<file path="config.mk">
export PLATFORM = sky130hd
export DESIGN_NAME = bipr_cfg
export DESIGN_NICKNAME = d
export VERILOG_FILES = /design/src/rtl/bipr_pkg.sv /design/src/rtl/bipr_cfg.sv
export SDC_FILE = /design/constraint.sdc
export NUM_CORES = 1
export LEC_CHECK = 0
export CELL_PAD_IN_SITES_DETAIL_PLACEMENT = 0
export CELL_PAD_IN_SITES_GLOBAL_PLACEMENT = 1
export CORE_MARGIN = 2
export CORE_UTILIZATION = 40
export DETAILED_ROUTE_END_ITERATION = 16
export DONT_BUFFER_PORTS = 1
export PLACE_DENSITY_LB_ADDON = 0.1
export SYNTH_ARGS = -nofsm -noshare
export SYNTH_HDL_FRONTEND = slang
export SYNTH_SLANG_ARGS = --single-unit
</file>
<file path="constraint.sdc">
create_clock -name clk -period 3.8 [get_ports clk]
set_clock_uncertainty 0.1 [all_clocks]
set_input_delay 0.76 -clock clk [delete_from_list [all_inputs] [get_ports clk]]
set_output_delay 0.76 -clock clk [all_outputs]
set_load 0.02 [all_outputs]
</file>
<file path="src/rtl/bipr_pkg.sv">
// Shared types and constants for the binary isolated-pixel removal core.
// No dependencies; used by bipr_cfg and the core top level.
`timescale 1ns / 1ps

package bipr_pkg;

  // field widths
  localparam int FW_W     = 11;
  localparam int FH_W     = 16;
  localparam int MW_W     = 4;
  localparam int ROW_W    = 16;
  localparam int OCOL_W   = 10;
  localparam int APB_AW   = 4;
  localparam int APB_DW   = 32;
  localparam int S_DATA_W = 8;
  localparam int M_DATA_W = 32;

  // register reset values and lower limits
  localparam logic [FW_W-1:0] FRAME_WIDTH_RST  = 11'd640;
  localparam logic [FH_W-1:0] FRAME_HEIGHT_RST = 16'd480;
  localparam logic [MW_W-1:0] MIN_WHITE_RST    = 4'd2;
  localparam logic [FW_W-1:0] WIDTH_MIN        = 11'd3;
  localparam logic [FH_W-1:0] HEIGHT_MIN       = 16'd3;

  // register index, taken from paddr[3:2]
  typedef enum logic [1:0] {
    REG_FRAME_WIDTH  = 2'd0,
    REG_FRAME_HEIGHT = 2'd1,
    REG_MIN_WHITE    = 2'd2
  } reg_idx_t;

  // effective frame geometry seen by the datapath
  typedef struct packed {
    logic [FW_W-1:0] width;
    logic [FW_W-1:0] width_last;
    logic [FH_W-1:0] height;
    logic [FH_W-1:0] height_last;
    logic [MW_W-1:0] min_white;
  } cfg_t;

endpackage

</file>
<file path="src/rtl/bipr_cfg.sv">
// APB register block: frame_width, frame_height, min_white.
// Keeps the raw values for readback and the clamped geometry as bipr_pkg::cfg_t.
`timescale 1ns / 1ps

module bipr_cfg #(
  parameter int MAX_WIDTH = 1024
) (
  input  logic                             clk,
  input  logic                             rst,
  input  logic                             psel,
  input  logic                             penable,
  input  logic                             pwrite,
  input  logic [bipr_pkg::APB_AW-1:0]      paddr,
  input  logic [bipr_pkg::APB_DW-1:0]      pwdata,
  output logic [bipr_pkg::APB_DW-1:0]      prdata,
  output logic                             pready,
  output bipr_pkg::cfg_t                   cfg
);

  logic [bipr_pkg::FW_W-1:0] frame_width;
  logic [bipr_pkg::FH_W-1:0] frame_height;
  logic [bipr_pkg::MW_W-1:0] min_white;
  bipr_pkg::cfg_t            cfg_q;
  bipr_pkg::reg_idx_t        idx;
  logic                      wr_en;
  logic [bipr_pkg::FW_W-1:0] wr_width;
  logic [bipr_pkg::FH_W-1:0] wr_height;
  logic [bipr_pkg::FW_W-1:0] rst_width;

  function automatic logic [bipr_pkg::FW_W-1:0] clamp_width(input logic [bipr_pkg::FW_W-1:0] v);
    logic [bipr_pkg::FW_W-1:0] r;
    r = v;
    if (int'(v) > MAX_WIDTH) r = bipr_pkg::FW_W'(MAX_WIDTH);
    if (v < bipr_pkg::WIDTH_MIN) r = bipr_pkg::WIDTH_MIN;
    return r;
  endfunction

  function automatic logic [bipr_pkg::FH_W-1:0] clamp_height(input logic [bipr_pkg::FH_W-1:0] v);
    return (v < bipr_pkg::HEIGHT_MIN) ? bipr_pkg::HEIGHT_MIN : v;
  endfunction

  assign pready    = 1'b1;
  assign idx       = bipr_pkg::reg_idx_t'(paddr[3:2]);
  assign wr_en     = psel && penable && pwrite;
  assign wr_width  = clamp_width(pwdata[bipr_pkg::FW_W-1:0]);
  assign wr_height = clamp_height(pwdata[bipr_pkg::FH_W-1:0]);
  assign rst_width = clamp_width(bipr_pkg::FRAME_WIDTH_RST);
  assign cfg       = cfg_q;

  // clamped copies are written on the same edge as the raw register
  always_ff @(posedge clk) begin
    if (rst) begin
      frame_width       <= bipr_pkg::FRAME_WIDTH_RST;
      frame_height      <= bipr_pkg::FRAME_HEIGHT_RST;
      min_white         <= bipr_pkg::MIN_WHITE_RST;
      cfg_q.width       <= rst_width;
      cfg_q.width_last  <= rst_width - 11'd1;
      cfg_q.height      <= bipr_pkg::FRAME_HEIGHT_RST;
      cfg_q.height_last <= bipr_pkg::FRAME_HEIGHT_RST - 16'd1;
      cfg_q.min_white   <= bipr_pkg::MIN_WHITE_RST;
    end else if (wr_en) begin
      unique case (idx)
        bipr_pkg::REG_FRAME_WIDTH: begin
          frame_width      <= pwdata[bipr_pkg::FW_W-1:0];
          cfg_q.width      <= wr_width;
          cfg_q.width_last <= wr_width - 11'd1;
        end
        bipr_pkg::REG_FRAME_HEIGHT: begin
          frame_height      <= pwdata[bipr_pkg::FH_W-1:0];
          cfg_q.height      <= wr_height;
          cfg_q.height_last <= wr_height - 16'd1;
        end
        bipr_pkg::REG_MIN_WHITE: begin
          min_white       <= pwdata[bipr_pkg::MW_W-1:0];
          cfg_q.min_white <= pwdata[bipr_pkg::MW_W-1:0];
        end
        default: ;
      endcase
    end
  end

  always_comb begin
    unique case (idx)
      bipr_pkg::REG_FRAME_WIDTH:  prdata = bipr_pkg::APB_DW'(frame_width);
      bipr_pkg::REG_FRAME_HEIGHT: prdata = bipr_pkg::APB_DW'(frame_height);
      bipr_pkg::REG_MIN_WHITE:    prdata = bipr_pkg::APB_DW'(min_white);
      default:                    prdata = '0;
    endcase
  end

endmodule

</file>
* Yosys cells after proc, flatten, opt, wreduce, memory -nomap -nowiden
Index checks and enable logic that the tools add are counted.
** Cells by class
- Reductions and logical operators :: 6
- Eq/ne operators :: 2
- Order comparisons :: 3
- $add $sub $neg :: 2
- Muxes and demuxes :: 4
** Operators with widths (count)
- $pmux W16 S3 :: 1
- $mux W11 :: 2
- $lt A16 B2 Y1 const B :: 1
- $mux W16 :: 1
- $sub A16 B1 Y16 const B :: 1
- $gt A11 B11 Y1 const B :: 1
- $lt A11 B2 Y1 const B :: 1
- $sub A11 B1 Y11 const B :: 1
- $reduce_and A2 Y1 :: 3
- $eq A2 B1 Y1 const B :: 1
- $eq A2 B2 Y1 const B :: 1
- $logic_and A1 B1 Y1 :: 2
- $logic_not A2 Y1 :: 1
** Word-level totals
- Input bits :: 41
- Word-level logic and storage cells :: 24
- Bits in registers :: 85

* Depth between registers and ports, before layout
- Depth in word-level cells :: 4
- Gate-level depth with buffers :: 11
- Mapped depth without buffers :: 10

* Worst setup path before layout
OpenSTA, ideal clock, no wires.
- Path type :: input to register
- From :: in pwdata[10] (netlist bit)
- To :: reg cfg_q (netlist bit cfg[12])
- Arrival time :: 2.839 ns
- Path slack :: 0.727 ns
- Library setup time :: 0.134 ns
- Cell stages on the path :: 11
- Required time :: 3.566 ns
- Cells stage by stage :: buf_6 -> or4_4 -> or3b_4 -> nor2_4 -> nor2_1 -> ha_1 -> nor3b_1 -> and2_1 -> nand2_1 -> xor2_1 -> a31oi_1
** Between the ends
- Longest elaborated chain between the ends :: 3
** Ends and longest elaborated chain
- from (decl) :: line bipr_cfg.sv:14 : input logic [bipr_pkg::APB_DW-1:0] pwdata,
- $lt A16 B2 Y1 :: line bipr_cfg.sv:39 : return (v < bipr_pkg::HEIGHT_MIN) ? bipr_pkg::HEIGHT_MIN : v;
- $mux W16 :: line bipr_cfg.sv:39
- $sub A16 B1 Y16 :: line bipr_cfg.sv:71 : cfg_q.height_last <= wr_height - 16'd1;
- to (decl) :: line bipr_cfg.sv:23 : bipr_pkg::cfg_t cfg_q;
No other way between the ends.
A chain may end at the register's enable or synchronous reset.

* Worst setup path in the final report
Same ends and word-level chain as after synthesis.

==> out/qor.txt <==
crit end category: register
commonest non-fill, non-tap cell in the layout: nand2_1
synth-to-layout area growth: 5.14%
drt total wl: 10.5 mm
pin count of the biggest net entering global routing: 59
IO Port Bufs: 0
relative slew slack: 26.1%
Util after Layout: 43.2%
P per Cell Area: 434 nW/um2
cells after synthesis: 470
ANT cells: 0
WP data required: 3920 ps
vias in the first global route: 2964
DP Worst Slack: 723 ps
total negative slack: 0 ps
hold path depth: 2
worst reg-to-reg path cell count: 3
clock power share: 40.7%
DR vias/cell: 5.32
Top delay family on crit path: simple AND/OR/NAND/NOR gates
Tcrit/Tclk final: 71.3%
Final Hold Fails: 0
Comb power frac: 5.9%
Hold Path Sink: frame_height[6]
Core ar.: 9240 um2
Tot GR Track Use: 20.9%
GR Util met1: 27.3%
Distinct cells, synth: 51
Worst-Margin Slew: 1110 ps
Worst-path clk slew: 90 ps
Seq cells post-synth: 85
reg2reg start: cfg[19]
sequential area share after synthesis: 44.8%
DR vias: 3085
Internal: 1.31 mW
Pwr Total: 1.73 mW
Post-synth EDFFs: 0
first drt pass iteration count: 4
num rows: 35
1st-iter DRT viols: 102
# setup viols final: 0
busiest grt layer: met2
max-cap viol count: 0
Slew Limit Fails: 0
Routability Congestion: 0.790
critical path startpoint category: input pin
Sink Count: 85
RSZ-0062 raised after global routing: false
TritonCTS Buffers: 9
CTS Hold Bufs: 0
Yosys Warn Count: 0
Synth Flop Type: dfxtp_1
met3 track demand over resource: 6.83%
M2 GR Usage: 34.1%
WP buf/inv: 0
Crit path arrival time: 2830 ps
Mapped Area: 3800 um2
Net Switching: 0.419 mW
worst skew pair latency: 350 ps
Seq pwr share: 53.4%
VDD IR max: 184 uV
HP Class: register to register
worst-path cell chain: or4_4, or3b_4, nor2_4, nor2_1, ha_1, nor3b_1, and2_1, nand2_1, xor2_1, a31oi_1
I/O pin cnt: 132
min Tclk post-route: 2710 ps
Placed Instance Area: 3780 um2
nets: 489
FMAX: 369 MHz
Worst R2R End: cfg[19]
Final ANT Viol Nets: 0
Avg Synthesized Cell Area: 8.08 um2
initial core utilization: 41.1%
number of post-CTS setup repair buffers: 0
wire length per cell: 18.0 um
design area: 3990 um2
Die ar.: 10300 um2
Die Wd: 101 um
Longest Clk Path Bufs: 2
asr flop ratio synth: 0%
grt total ovfl: 0
PostCTS Resize Cnt: 0
DP HPWL: 6.99 mm
global-route wire length before repair: 16.5 mm
clk root buf: clkbuf_8
sw frac: 24.2%
most frequent cells in the layout: 103 x nand2_1, 85 x dfxtp_1, 59 x a21oi_1
critical path class: input pin to register
peak fanout along the critical path: 17
hold path start: frame_height[6]
peak per-stage delay on the critical path: 520 ps
Crit-path slowest cell: or4_4
ratio of cells with drive above 1 in the final layout: 6.87%
initial antenna violation count: 0
post-route setup slack: 1090 ps
run status: finished clean
Die Y-Extent: 101 um
Worst R2R Setup Slack: 2750 ps
TritonCTS clock tree: done
# H-tree levels: 3
DRC: 0
Pleak: 1.46 nW
## tightest hold or removal path: cells and delay by family (launching register included)
kind	cells	cell delay, ps
DFF	1	320
and+or+nand+nor	2	90
## cell families (layout without fill, tap and decap cells)
kind of cell / count (synthesis) / after routing / synth area share [%]
AO/OA/AOI/OAI: 108 / 108 / 16.2
XOR/XNOR: 11 / 11 / 2.54
adder cells (fa/ha/maj): 2 / 2 / 0.659
buffers and inverters: 60 / 26 / 8.14
flip-flops: 85 / 85 / 44.8
multiplexers: 17 / 17 / 4.48
other: 2 / 17 / 0.198
AND/OR/NAND/NOR: 185 / 185 / 23.0
## Yosys cell counts, types with 3 or more instances
| master | number | area share (%) |
|---|---|---|
| nand3_1 | 6 | 0.79 |
| buf_4 | 17 | 3.4 |
| xnor2_1 | 7 | 1.6 |
| a31oi_1 | 4 | 0.66 |
| o21ai_1 | 12 | 1.6 |
| a21oi_1 | 59 | 7.8 |
| dfxtp_1 | 85 | 45 |
| nor2b_1 | 3 | 0.49 |
| o21ai_0 | 10 | 1.3 |
| mux2i_1 | 17 | 4.5 |
| o211ai_1 | 8 | 1.6 |
| nor3_1 | 14 | 1.8 |
| nor3b_1 | 6 | 1.2 |
| and2_1 | 6 | 0.99 |
| nand2_1 | 103 | 10 |
| buf_2 | 4 | 0.53 |
| xor2_1 | 4 | 0.92 |
| clkbuf_1 | 32 | 3.2 |
| or4_1 | 3 | 0.59 |
| and3_1 | 3 | 0.49 |
| nor2_1 | 26 | 2.6 |
| nor4_1 | 5 | 0.82 |
## per-stage QoR
step                hold WS (ps)  cells
finish                       345    580
global route                 346    580
CTS                          348    580
detailed placement           334    564
global placement             332    564
floorplan                    322    485
## registers in the layout, summed over array words and instances, names as in the netlist
register,count
frame_height,16
frame_width,11
cfg,58
## power by group through the flow
stage               registers [mW]  logic, mW  clock network (mW)
floorplan                    0.943      0.127                   0
global placement             0.946      0.102                   0
detailed placement           0.946      0.103                   0
CTS                          0.925      0.103               0.729
global route                 0.927      0.114               0.772
finish                       0.925      0.102               0.704
## metal layers
| layer | vias up | wire (um) |
|---|---|---|
| li1 | 1523 | - |
| met1 | 1452 | 4630 |
| met2 | 102 | 4890 |
| met3 | 8 | 844 |
| met4 | 0 | 93 |
| met5 | - | 0 |
## how the worst max path moves through the flow
stage / start / end / slack (ps) / cells past startpoint
after floorplan: pwdata[10] / cfg[12] / 730 / 11
after global placement: pwdata[10] / cfg[12] / 730 / 10
after detailed placement: pwdata[10] / cfg[12] / 720 / 10
after CTS: paddr[2] / prdata[3] / 1100 / 3
after global routing: pwdata[10] / cfg[12] / 990 / 10
final: pwdata[10] / cfg[12] / 1090 / 10
## cell type report
type                       instances  area (um2)
fill                             989        5250
multi-input combinational        340        1850
sequential                        85        1700
tap                              129         161
clock buffer                      11         131
clock inverter                     5        83.8
timing repair buffer               6        45.0
inverter                           4        15.0
Note: power is estimated with default switching activity, not from simulation.
